===== config.mk =====
export PLATFORM = sky130hd
export DESIGN_NAME = csv_field_tokenizer_top
export DESIGN_NICKNAME = d
export VERILOG_FILES = /design/src/design/cft_pkg.sv /design/src/design/cft_front.sv /design/src/design/cft_queue.sv /design/src/design/cft_back.sv /design/src/design/csv_field_tokenizer_top.sv
export SDC_FILE = /design/constraint.sdc
export NUM_CORES = 1
export LEC_CHECK = 0
export BUFFER_PORTS_ARGS = -buffer_cell sky130_fd_sc_hd__buf_2
export CORE_UTILIZATION = 40
export DETAILED_ROUTE_END_ITERATION = 6
export HOLD_SLACK_MARGIN = 0.15
export PLACE_DENSITY_LB_ADDON = 0.2
export SLEW_MARGIN = 10
export SYNTH_ARGS = -nofsm -noshare
export SYNTH_HDL_FRONTEND = slang
export SYNTH_SLANG_ARGS = --single-unit

===== constraint.sdc =====
create_clock -name clock -period 4.91 [get_ports clock]
set_input_delay 0.7365 -clock clock [delete_from_list [all_inputs] [get_ports clock]]
set_output_delay 0.7365 -clock clock [all_outputs]
set_load 0.005 [all_outputs]

===== src/design/cft_pkg.sv =====
// cft_pkg: types and constants of the CSV field tokenizer.
// No dependencies; used by all cft modules.
`default_nettype none
package cft_pkg;
   localparam logic [7:0] QUOTE_BYTE   = 8'd34;
   localparam logic [7:0] COMMA_BYTE   = 8'd44;
   localparam logic [7:0] NEWLINE_BYTE = 8'd10;

   localparam logic [1:0] KIND_CHAR      = 2'd0;
   localparam logic [1:0] KIND_FIELD_END = 2'd1;
   localparam logic [1:0] KIND_ROW_END   = 2'd2;

   localparam int unsigned QDEPTH = 4;
   localparam int unsigned QPTR_W = $clog2(QDEPTH);
   localparam int unsigned QCNT_W = $clog2(QDEPTH + 1);

   typedef struct packed {
      logic [1:0] kind;
      logic [7:0] ch;
   } token_type;

   // up to three tokens per item, cnt = number used (1..3)
   typedef struct packed {
      token_type [2:0] tok;
      logic [1:0]      cnt;
   } entry_type;
endpackage
`default_nettype wire


===== src/design/cft_front.sv =====
// cft_front: accepts bytes, tracks quote/row flags, builds token groups.
// Depends on cft_pkg.
`default_nettype none
module cft_front import cft_pkg::*; (
   input  wire logic       clock,
   input  wire logic       reset,
   input  wire logic       csr_we,
   input  wire logic       csr_wdata,
   input  wire logic [7:0] data_byte,
   input  wire logic       end_of_data,
   input  wire logic       accept,
   output entry_type       entry,
   output logic            push
);
   logic preserve_ff, preserve_in;
   logic in_quotes_ff, in_quotes_in;
   logic pending_ff, pending_in;
   logic row_open_ff, row_open_in;

   token_type  plain_tok;
   logic       plain_quote;
   logic       plain_row;
   token_type [2:0] tok;
   logic [1:0] n;
   logic       nq, np, nr;

   always_comb begin
      plain_quote = 1'b0;
      plain_row   = 1'b1;
      if (data_byte == QUOTE_BYTE) begin
         plain_tok   = '{kind: KIND_CHAR, ch: data_byte};
         plain_quote = 1'b1;
      end else if (data_byte == COMMA_BYTE) begin
         plain_tok = '{kind: KIND_FIELD_END, ch: 8'd0};
      end else if (data_byte == NEWLINE_BYTE) begin
         plain_tok = '{kind: KIND_ROW_END, ch: 8'd0};
         plain_row = 1'b0;
      end else begin
         plain_tok = '{kind: KIND_CHAR, ch: data_byte};
      end
   end

   always_comb begin
      tok = '0;
      n   = 2'd0;
      nq  = in_quotes_ff;
      np  = pending_ff;
      nr  = row_open_ff;
      if (pending_ff) begin
         np     = 1'b0;
         tok[n] = '{kind: KIND_CHAR, ch: QUOTE_BYTE};
         n      = n + 2'd1;
         if (data_byte == QUOTE_BYTE) begin
            if (preserve_ff) begin
               tok[n] = '{kind: KIND_CHAR, ch: QUOTE_BYTE};
               n      = n + 2'd1;
            end
            nr = 1'b1;
         end else begin
            tok[n] = plain_tok;
            n      = n + 2'd1;
            nq     = plain_quote;
            nr     = plain_row;
         end
      end else if (in_quotes_ff) begin
         if (data_byte == QUOTE_BYTE) begin
            if (end_of_data) begin
               tok[n] = '{kind: KIND_CHAR, ch: QUOTE_BYTE};
               n      = n + 2'd1;
               nq     = 1'b0;
               nr     = 1'b1;
            end else begin
               np = 1'b1;
            end
         end else begin
            tok[n] = '{kind: KIND_CHAR, ch: data_byte};
            n      = n + 2'd1;
            nr     = 1'b1;
         end
      end else begin
         tok[n] = plain_tok;
         n      = n + 2'd1;
         nq     = plain_quote;
         nr     = plain_row;
      end
      if (end_of_data) begin
         if (nr) begin
            tok[n] = '{kind: KIND_ROW_END, ch: 8'd0};
            n      = n + 2'd1;
         end
         nq = 1'b0;
         np = 1'b0;
         nr = 1'b0;
      end
   end

   assign entry = '{tok: tok, cnt: n};
   assign push  = accept && (n != 2'd0);

   always_comb begin
      preserve_in  = csr_we ? csr_wdata : preserve_ff;
      in_quotes_in = accept ? nq : in_quotes_ff;
      pending_in   = accept ? np : pending_ff;
      row_open_in  = accept ? nr : row_open_ff;
   end

   always_ff @(posedge clock) begin
      if (reset) begin
         preserve_ff  <= 1'b0;
         in_quotes_ff <= 1'b0;
         pending_ff   <= 1'b0;
         row_open_ff  <= 1'b0;
      end else begin
         preserve_ff  <= preserve_in;
         in_quotes_ff <= in_quotes_in;
         pending_ff   <= pending_in;
         row_open_ff  <= row_open_in;
      end
   end
endmodule
`default_nettype wire


===== src/design/cft_queue.sv =====
// cft_queue: short FIFO of token groups between front and back.
// Depends on cft_pkg.
`default_nettype none
module cft_queue import cft_pkg::*; (
   input  wire logic       clock,
   input  wire logic       reset,
   input  wire logic       push,
   input  wire entry_type  wr_entry,
   input  wire logic       pop,
   output entry_type       rd_entry,
   output logic            not_empty,
   output logic            full
);
   entry_type           slot_ff [QDEPTH];
   logic [QPTR_W-1:0]   wr_ptr_ff, wr_ptr_in;
   logic [QPTR_W-1:0]   rd_ptr_ff, rd_ptr_in;
   logic [QCNT_W-1:0]   count_ff, count_in;
   logic                do_pop;

   assign full      = (count_ff == QCNT_W'(QDEPTH));
   assign not_empty = (count_ff != '0);
   assign rd_entry  = slot_ff[rd_ptr_ff];
   assign do_pop    = pop && not_empty;

   always_comb begin
      wr_ptr_in = push ? wr_ptr_ff + QPTR_W'(1) : wr_ptr_ff;
      rd_ptr_in = do_pop ? rd_ptr_ff + QPTR_W'(1) : rd_ptr_ff;
      count_in  = count_ff;
      if (push && !do_pop) begin
         count_in = count_ff + QCNT_W'(1);
      end else if (do_pop && !push) begin
         count_in = count_ff - QCNT_W'(1);
      end
   end

   always_ff @(posedge clock) begin
      if (push) begin
         slot_ff[wr_ptr_ff] <= wr_entry;
      end
   end

   always_ff @(posedge clock) begin
      if (reset) begin
         wr_ptr_ff <= '0;
         rd_ptr_ff <= '0;
         count_ff  <= '0;
      end else begin
         wr_ptr_ff <= wr_ptr_in;
         rd_ptr_ff <= rd_ptr_in;
         count_ff  <= count_in;
      end
   end
endmodule
`default_nettype wire


===== src/design/cft_back.sv =====
// cft_back: unpacks queued token groups into single items on the output register.
// Depends on cft_pkg.
`default_nettype none
module cft_back import cft_pkg::*; (
   input  wire logic       clock,
   input  wire logic       reset,
   input  wire entry_type  head,
   input  wire logic       head_valid,
   output logic            pop,
   output logic            out_valid,
   input  wire logic       out_ready,
   output logic [1:0]      out_kind,
   output logic [7:0]      out_char,
   output logic            out_last
);
   logic [1:0] idx_ff, idx_in;
   logic       valid_ff, valid_in;
   token_type  tok_ff, tok_in;
   logic       last_ff, last_in;
   logic       load;
   logic       at_end;

   assign load   = head_valid && (!valid_ff || out_ready);
   assign at_end = (idx_ff == head.cnt - 2'd1);
   assign pop    = load && at_end;

   always_comb begin
      idx_in   = idx_ff;
      valid_in = valid_ff;
      tok_in   = tok_ff;
      last_in  = last_ff;
      if (load) begin
         valid_in = 1'b1;
         tok_in   = head.tok[idx_ff];
         last_in  = at_end;
         idx_in   = at_end ? 2'd0 : idx_ff + 2'd1;
      end else if (out_ready) begin
         valid_in = 1'b0;
      end
   end

   always_ff @(posedge clock) begin
      if (reset) begin
         idx_ff   <= 2'd0;
         valid_ff <= 1'b0;
      end else begin
         idx_ff   <= idx_in;
         valid_ff <= valid_in;
      end
   end

   always_ff @(posedge clock) begin
      tok_ff  <= tok_in;
      last_ff <= last_in;
   end

   assign out_valid = valid_ff;
   assign out_kind  = tok_ff.kind;
   assign out_char  = tok_ff.ch;
   assign out_last  = last_ff;
endmodule
`default_nettype wire


===== src/design/csv_field_tokenizer_top.sv =====
// csv_field_tokenizer_top: CSV byte stream to field/row tokens.
// Depends on cft_pkg, cft_front, cft_queue, cft_back.
// An accepted byte passes through the queue and then the output register to reach rsp_.
// Throughput: one byte per cycle while the queue is not full; a byte giving
// k results (k <= 3) fills the output register k times, and the 4-entry queue absorbs the difference.
// Reset clears the quote/row flags, the queue, the output and preserve mode.
`default_nettype none
module csv_field_tokenizer_top import cft_pkg::*; (
   input  wire logic       clock,
   input  wire logic       reset,
   input  wire logic       csr_we,
   input  wire logic       csr_wdata,   // preserve_doubled_quotes
   input  wire logic       req_tvalid,
   output logic            req_tready,
   input  wire logic [7:0] req_tdata,   // [7:0] data_byte
   input  wire logic       req_tlast,   // end_of_data
   output logic            rsp_tvalid,
   input  wire logic       rsp_tready,
   output logic [7:0]      rsp_tdata,   // [7:0] char_value
   output logic [1:0]      rsp_tuser,   // [1:0] token_kind
   output logic            rsp_tlast    // last_of_run
);
   entry_type wr_entry, head;
   logic      push, pop, head_valid, full, accept;

   assign req_tready = !full;
   assign accept     = req_tvalid && req_tready;

   cft_front u_front (
      .clock       (clock),
      .reset       (reset),
      .csr_we      (csr_we),
      .csr_wdata   (csr_wdata),
      .data_byte   (req_tdata),
      .end_of_data (req_tlast),
      .accept      (accept),
      .entry       (wr_entry),
      .push        (push)
   );

   cft_queue u_queue (
      .clock     (clock),
      .reset     (reset),
      .push      (push),
      .wr_entry  (wr_entry),
      .pop       (pop),
      .rd_entry  (head),
      .not_empty (head_valid),
      .full      (full)
   );

   cft_back u_back (
      .clock      (clock),
      .reset      (reset),
      .head       (head),
      .head_valid (head_valid),
      .pop        (pop),
      .out_valid  (rsp_tvalid),
      .out_ready  (rsp_tready),
      .out_kind   (rsp_tuser),
      .out_char   (rsp_tdata),
      .out_last   (rsp_tlast)
   );
endmodule
`default_nettype wire


==> metrics.csv, run 1 <==
stage;metric;value;unit
route;DR pass1 iterations;4;
yosys;largest area contributor in the netlist;edfxtp_1;
route;Via density;5.105;
yosys;Post-synth EDFFs;103;
floorplan;Rows;40;
worst_setup_path;WS Path Type;in2reg;
grt;largest net degree at the start of global routing;24;
grt;total grt overflow;0;
yosys;Simple-Gate Fraction of Synth Area;10.24;%
yosys;FFs w/ async S/R, synth;0;%
route;Vias;2818;
route;First DRT Iteration DRCs;145;
layout;antenna fix cells;0;
layout;layout cells sized above 1;22.92;%
timing;Tmin final;3.931;ns
timing;Final Cycle Share;80.05;%
timing;slew of the pin with the lowest slew margin;0.8410;ns
floorplan;Initial Util;41.73;%
placement;gp weighted congestion;0.8186;
layout;Util after Layout;49.26;%
timing;Setup TNS;0;ns
worst_setup_path;crit-path max FO;9;
clock_network;CTS sink count;118;
pwr;leakage;0.002107;uW
route;post-route DRC violation count;0;
worst_setup_path;crit path DAT;4.27;ns
yosys;Main synth FF type;edfxtp_1;
worst_setup_path;CP Launch Type;primary input;
timing;Fin. Hold Viols;0;
worst_setup_path;CP top delay family;simple AND/OR/NAND/NOR gates;
yosys;main combinational cell family by area after synthesis;multiplexers;
clock_network;CTS clk-pin slew, worst paths;0.05;ns
route;WL/cell;17.26;um
pwr;Final Power;3350;uW
clock_network;post-cts resize count;0;
timing;achievable frequency;0.2544;GHz
yosys;Post-Synth Adder-Cell Area;2.357;%
pwr;Power Density;556.8;nW/um2
pwr;Peak VDD IR;0.2278;mV
timing;Final Setup Violations;0;
yosys;Synth Area in XOR/XNOR;1.178;%
route;DRT antenna net count;0;
clock_network;worst-skew pair later-pin latency;0.40;ns
clock_network;Clock Tree Buf Depth;2;
worst_setup_path;most used cell, CP;ha_1;
yosys;mux share of post-synthesis cell area;11.39;%
worst_setup_path;max incr delay on CP;0.72;ns
timing;Clock Skew;0.007401;ns
layout;Layout Cells excl Fill;552;
timing;hold_ws;0.5168;ns
clock_network;H-tree levels;4;
yosys;Seq/Total Area, Yosys;66.58;%
yosys;number of synthesis warnings;0;
yosys;Gate Count Post-Synth;335;
clock_network;Post-CTS Setup Inserts;0;
worst_setup_path;Critical Path RT;5.25;ns
grt;gr usage total;16.35;%
timing;RSZ-0062 raised after global routing;false;
yosys;Synth area leaders;edfxtp_1 61%, mux4_2 10%, dfxtp_1 5.9%;
worst_setup_path;crit path capture type;register;
yosys;synthesized net count;359;
timing;final slew viol count;0;
timing;Slew HR;43.42;%
layout;nets;396;
layout;number of fill cells;1083;
clock_network;CTS tree;done;
yosys;Compound-Gate Fraction of Synth Area;5.966;%
worst_setup_path;Worst path slowest cell;or4_1;
flow_run;MaxCap Viol Count;0;
yosys;netlist area before placement;5096;um2
floorplan;DIE AREA;13200;um2
placement;Buffers on Ports;27;
clock_network;Clock Root Buffer;clkbuf_16;
layout;commonest non-fill, non-tap cells in the layout;103 x edfxtp_1, 32 x nand2_1, 27 x buf_2, 23 x mux4_2, 21 x a21oi_1;
worst_setup_path;cells along the critical path;buf_2 -> or4_1 -> o31ai_4 -> buf_4 -> o21ai_1 -> ha_1 -> nor2_1 -> a311oi_4 -> ha_1 -> inv_1 -> fa_1 -> xor2_1 -> or3_1 -> a21oi_1;
grt;vias in the first global route;2876;
outcome;status;completed;
worst_hold_path;Hold Crit Class;reg2reg;
clock_network;CTS buffer count;17;
floorplan;Die H;114.9;um
yosys;top-area cell type share of the netlist area;60.69;%
floorplan;num ports;28;
grt;first-pass GRT wire length;15360;um
yosys;Yosys reg bits;118;
floorplan;core area;12210;um2
placement;hpwl dp;5853;um
yosys;count of cell types in the netlist;48;
yosys;Mapped Avg Cell Area;15.21;um2
floorplan;Die X;114.9;um
layout;commonest non-fill, non-tap cell in the layout;edfxtp_1;
clock_network;hold buffer count at CTS;0;
grt;initial antenna violation count;0;
layout;Area Growth Syn to Fin;18.05;%
worst_setup_path;worst path bufs/invs;3;
route;final WL;9528;um
placement;Post-Place Cells;521;
path summary, 6_finish.rpt:
check                                     startpoint                  end  slack (ns)  cells after the start
worst max register to register  u_front.in_quotes_ff  u_queue.count_ff[2]        1.56                     12
worst min-delay path             u_queue.count_ff[2]  u_queue.count_ff[2]        0.52                      2
worst min register to register   u_queue.count_ff[2]  u_queue.count_ff[2]        0.52                      2
worst max-delay path                    req_tdata[0]  u_queue.count_ff[2]        0.98                     14
cells by family after synthesis:
kind of cell	after synthesis
AO/OA/AOI/OAI	45
XOR/XNOR	6
adder cells (fa/ha/maj)	9
buffers and inverters	28
flip-flops	118
multiplexers	28
AND/OR/NAND/NOR	101
synthesized netlist by cell type (all sizes together) (2+ instances only):
cell	number
or3	5
and2	12
clkbuf	10
a21boi	2
or4	2
nor2b	5
inv	12
ha	8
nand3	5
and3	4
mux4	23
dfxtp	15
nand2	32
nor2	17
mux2i	5
a21oi	21
xor2	3
a31oi	2
edfxtp	103
o21ai	9
nand2b	5
nor4	4
a21o	2
nand4	4
xnor2	3
nor3	2
buf	6
cell type report:
type	count	area (um2)	share of cell area, %
Sequential cell	118	3393	56.41
Multi-Input combinational cell	189	1587	26.37
Clock buffer	19	432.9	7.196
Tap cell	168	210.2	3.494
Timing Repair Buffer	34	187.7	3.120
Clock inverter	12	160.2	2.662
Inverter	12	45.04	0.7488
report_power, final:
group	switching [uW]	internal, uW	leakage, uW	total [uW]
clock	410	835	0.000283	1250
sequential	77.9	1300	0.00111	1380
combinational	398	327	0.000715	726
total	886	2460	0.00211	3350
flip-flops by register name, indices dropped and copies added (netlist names), named ones only:
name	cells
u_back.out_last	1
u_front.pending_ff	1
u_back.idx_ff	2
u_front.in_quotes_ff	1
u_queue.wr_ptr_ff	2
u_queue.slot_ff	92
u_back.out_kind	2
u_queue.count_ff	3
u_back.out_valid	1
u_front.preserve_ff	1
u_queue.rd_ptr_ff	2
u_back.out_char	8
per-layer routing:
layer  share of wire (%)  vias to the layer above  track usage [%]
met1                  48                     1413            20.80
met3                 3.0                       11            4.428
met5                   0                        -                0
met2                  48                       43            25.90
met4                 1.5                        0            8.225
li1                    -                     1351                -
worst min-delay path, stage by stage, from the launching register on:
cell	delay [ns]
dfxtp_1	0.33
o21ai_0	0.08
a21oi_1	0.06
metrics by stage:
step                      setup WS, ns  instance area [um2]
after floorplan                 0.8512                 5096
after global placement          0.6246                 5423
after detailed placement        0.5401                 5423
after CTS                       0.9614                 6016
after global routing            0.7612                 6016
final                           0.9794                 6016
No activity file was read; power rests on OpenSTA's default activity.
==> run 2, diff against run 1 <==
--- a/config.mk
+++ b/config.mk
@@ -5,6 +5,7 @@
 export SDC_FILE = /design/constraint.sdc
 export NUM_CORES = 1
 export LEC_CHECK = 0
+export ABC_AREA = 1
 export BUFFER_PORTS_ARGS = -buffer_cell sky130_fd_sc_hd__buf_2
 export CORE_UTILIZATION = 40
 export DETAILED_ROUTE_END_ITERATION = 6
==> constraint.sdc (replaced) <==
create_clock -name clock -period 4 [get_ports clock]
set_input_delay 0.6 -clock clock [delete_from_list [all_inputs] [get_ports clock]]
set_output_delay 0.6 -clock clock [all_outputs]
set_load 0.005 [all_outputs]
==> metrics.csv, run 2 <==
stage;metric;value;unit;change
outcome;status;completed;;
pwr;Power Density;664.3;nW/um2;+19%
timing;Tmin final;2.978;ns;
clock_network;worst-skew pair later-pin latency;0.41;ns;about the same
grt;initial antenna violation count;0;;unchanged
grt;vias in the first global route;3298;;+15%
floorplan;core area;12570;um2;+2.9%
yosys;count leader, synth;edfxtp_1;;
worst_hold_path;worst hold stages;3;;+1
layout;antenna fix cells;0;;unchanged
timing;RSZ-0062 raised after global routing;false;;
placement;gp weighted congestion;0.8154;;-0.39%
layout;Layout Cells excl Fill;691;;+25%
pwr;leakage;0.002347;uW;+11%
yosys;Post-Synth Adder-Cell Area;2.336;%;-0.021 points
clock_network;H-tree levels;4;;unchanged
yosys;largest area contributor in the netlist;edfxtp_1;;
timing;Setup TNS;0;ns;unchanged
timing;Clock Skew;0.01114;ns;+0.003736 ns
pwr;Peak VDD IR;0.2624;mV;+15%
worst_setup_path;crit path DAT;3.27;ns;-1.00 ns
yosys;main combinational cell family by area after synthesis;simple AND/OR/NAND/NOR gates;;
placement;hpwl dp;6515;um;+11%
route;Via density;4.983;;-2.4%
clock_network;CTS sink count;119;;+0.85%
timing;final slew viol count;0;;unchanged
layout;commonest non-fill, non-tap cells in the layout;103 x edfxtp_1, 82 x nor2_1, 62 x o21ai_0, 39 x nand2_1, 38 x inv_1;;
clock_network;Clock Tree Buf Depth;2;;unchanged
worst_setup_path;CP Launch Type;primary input;;
yosys;Seq/Total Area, Yosys;66.37;%;-0.21 points
clock_network;post-cts resize count;0;;unchanged
yosys;Synth area leaders;edfxtp_1 60%, nor2_1 6.3%, dfxtp_1 6.2%;;
route;post-route DRC violation count;0;;unchanged
clock_network;CTS tree;done;;
flow_run;MaxCap Viol Count;0;;unchanged
yosys;Gate Count Post-Synth;469;;+40%
timing;Final Setup Violations;0;;unchanged
layout;commonest non-fill, non-tap cell in the layout;edfxtp_1;;
yosys;count of cell types in the netlist;35;;-27%
grt;met1 usage;24.32;%;+3.5 points
grt;gr usage total;18.04;%;+1.7 points
clock_network;CTS clk-pin slew, worst paths;0.05;ns;about the same
floorplan;DIE AREA;13310;um2;+0.89%
route;First DRT Iteration DRCs;218;;+50%
layout;Area Growth Syn to Fin;18.64;%;
floorplan;Die X;115.4;um;+0.44%
worst_setup_path;r2r worst-path depth;16;;+4
grt;met2 usage;27.39;%;+1.5 points
worst_setup_path;Critical Path RT;4.30;ns;-0.95 ns
grt;largest net degree at the start of global routing;47;;+96%
timing;Fin. Hold Viols;0;;unchanged
clock_network;Clock Root Buffer;clkbuf_16;;
layout;nets;531;;+34%
worst_setup_path;crit-path max FO;9;;unchanged
yosys;Mapped Avg Cell Area;10.96;um2;-28%
worst_hold_path;Hold Crit Class;in2reg;;
floorplan;Die H;115.4;um;+0.44%
yosys;Yosys reg bits;119;;+0.85%
floorplan;Rows;41;;+2.5%
yosys;Compound-Gate Fraction of Synth Area;11.73;%;+5.8 points
yosys;FFs w/ async S/R, synth;0;%;unchanged
grt;total grt overflow;0;;unchanged
placement;Buffers on Ports;27;;unchanged
yosys;top-area cell type share of the netlist area;60.15;%;-0.55 points
layout;max FFs per register;92;;unchanged
worst_setup_path;WS Path Type;in2reg;;
yosys;Main synth FF type;edfxtp_1;;
route;DR pass1 iterations;4;;unchanged
yosys;Simple-Gate Fraction of Synth Area;14.53;%;+4.3 points
route;Vias;3443;;+22%
grt;first-pass GRT wire length;17310;um;+13%
yosys;synthesized net count;493;;+37%
timing;Final Cycle Share;74.44;%;
route;WL/cell;15.57;um;-9.8%
timing;slew of the pin with the lowest slew margin;0.7456;ns;-0.09537 ns
route;DRT antenna net count;0;;unchanged
yosys;Post-synth EDFFs;103;;unchanged
route;final WL;10760;um;+13%
timing;Slew HR;50.22;%;+6.8 points
grt;met3 Track Usage GR;5.271;%;+0.84 points
clock_network;Post-CTS Setup Inserts;0;;unchanged
clock_network;hold buffer count at CTS;0;;unchanged
floorplan;num ports;28;;unchanged
placement;Post-Place Cells;660;;+27%
layout;layout cells sized above 1;18.50;%;-4.4 points
worst_setup_path;crit path capture type;register;;
yosys;most frequent cells after synthesis;103 x edfxtp_1, 86 x nor2_1, 62 x o21ai_0, 39 x nand2_1, 38 x inv_1;;
clock_network;CTS buffer count;17;;unchanged
yosys;mux share of post-synthesis cell area;0;%;-11 points
yosys;netlist area before placement;5142;um2;+0.91%
timing;achievable frequency;0.3358;GHz;
grt;Most Crowded Layer GR;met2;;
pwr;Final Power;4053;uW;+21%
yosys;number of synthesis warnings;0;;unchanged
layout;largest reg by FF count;u_queue.slot_ff;;
floorplan;Initial Util;40.92;%;-0.82 points
yosys;Synth Area in XOR/XNOR;0.3406;%;-0.84 points
layout;Multi-input gate area;1504;um2;-5.2%
layout;number of fill cells;1140;;+5.3%
layout;Seq. cell area;3413;um2;+0.59%
run 2: layer usage:
metal	vias to the layer above	share of wire (%)
met5	-	0
met4	0	1.1
met3	13	6.5
met2	87	44
met1	1628	48
li1	1715	-
run 2: path summary, 6_finish.rpt:
path	end	from	slack (ns)
worst max register to register	u_queue.count_ff[2]	register	1.11
worst min-delay path	u_front.preserve_ff	csr_wdata	0.42
worst min register to register	u_front.row_open_ff	u_front.row_open_ff	0.47
worst max-delay path	u_queue.count_ff[2]	req_tdata[7]	1.02
run 2: area by class of cell:
| class | count | area share, % |
|---|---|---|
| Multi-Input combinational cell | 286 | 24.65 |
| Timing Repair Buffer | 35 | 3.199 |
| Sequential cell | 119 | 55.95 |
| Clock inverter | 11 | 2.564 |
| Clock buffer | 20 | 7.158 |
| Tap cell | 172 | 3.527 |
| Inverter | 48 | 2.953 |
run 2: power by group:
group,internal (uW),switching [uW]
logic,276,587
clock network,1030,509
registers,1600,57.4
run 2: worst max-delay path, cell delays in order:
cell and delay (ns):
buf_2 0.11, nor2_2 0.16, nand2_2 0.12, nor2_8 0.19, a21oi_2 0.10, inv_2 0.09, nand2_2 0.07, ha_1 0.27
inv_1 0.03, nand4_1 0.08, nand2_1 0.11, nand2_4 0.11, nand2_2 0.10, inv_2 0.07, ha_1 0.13, inv_1 0.07
fa_1 0.39, a21oi_1 0.14, o21ai_0 0.11, o21ai_0 0.16, a21oi_1 0.05
run 2: kinds of logic after synthesis:
group / after synthesis
simple gates: 165
flops: 119
compound gates: 110
buf+inv: 64
fa+ha+maj: 9
xor+xnor: 2
run 2: through the flow:
stage / instance area [um2] / utilization (%) / setup WS (ns) / hold WS [ns]
after detailed placement: 5508 / 43.82 / 0.5602 / 0.4635
after global placement: 5508 / 43.82 / 0.6809 / 0.4560
after global routing: 6101 / 48.54 / 0.7402 / 0.4392
after floorplan: 5142 / - / 0.7420 / 0.4379
after CTS: 6101 / 48.54 / 0.9967 / 0.4031
final: 6101 / 48.54 / 1.022 / 0.4156
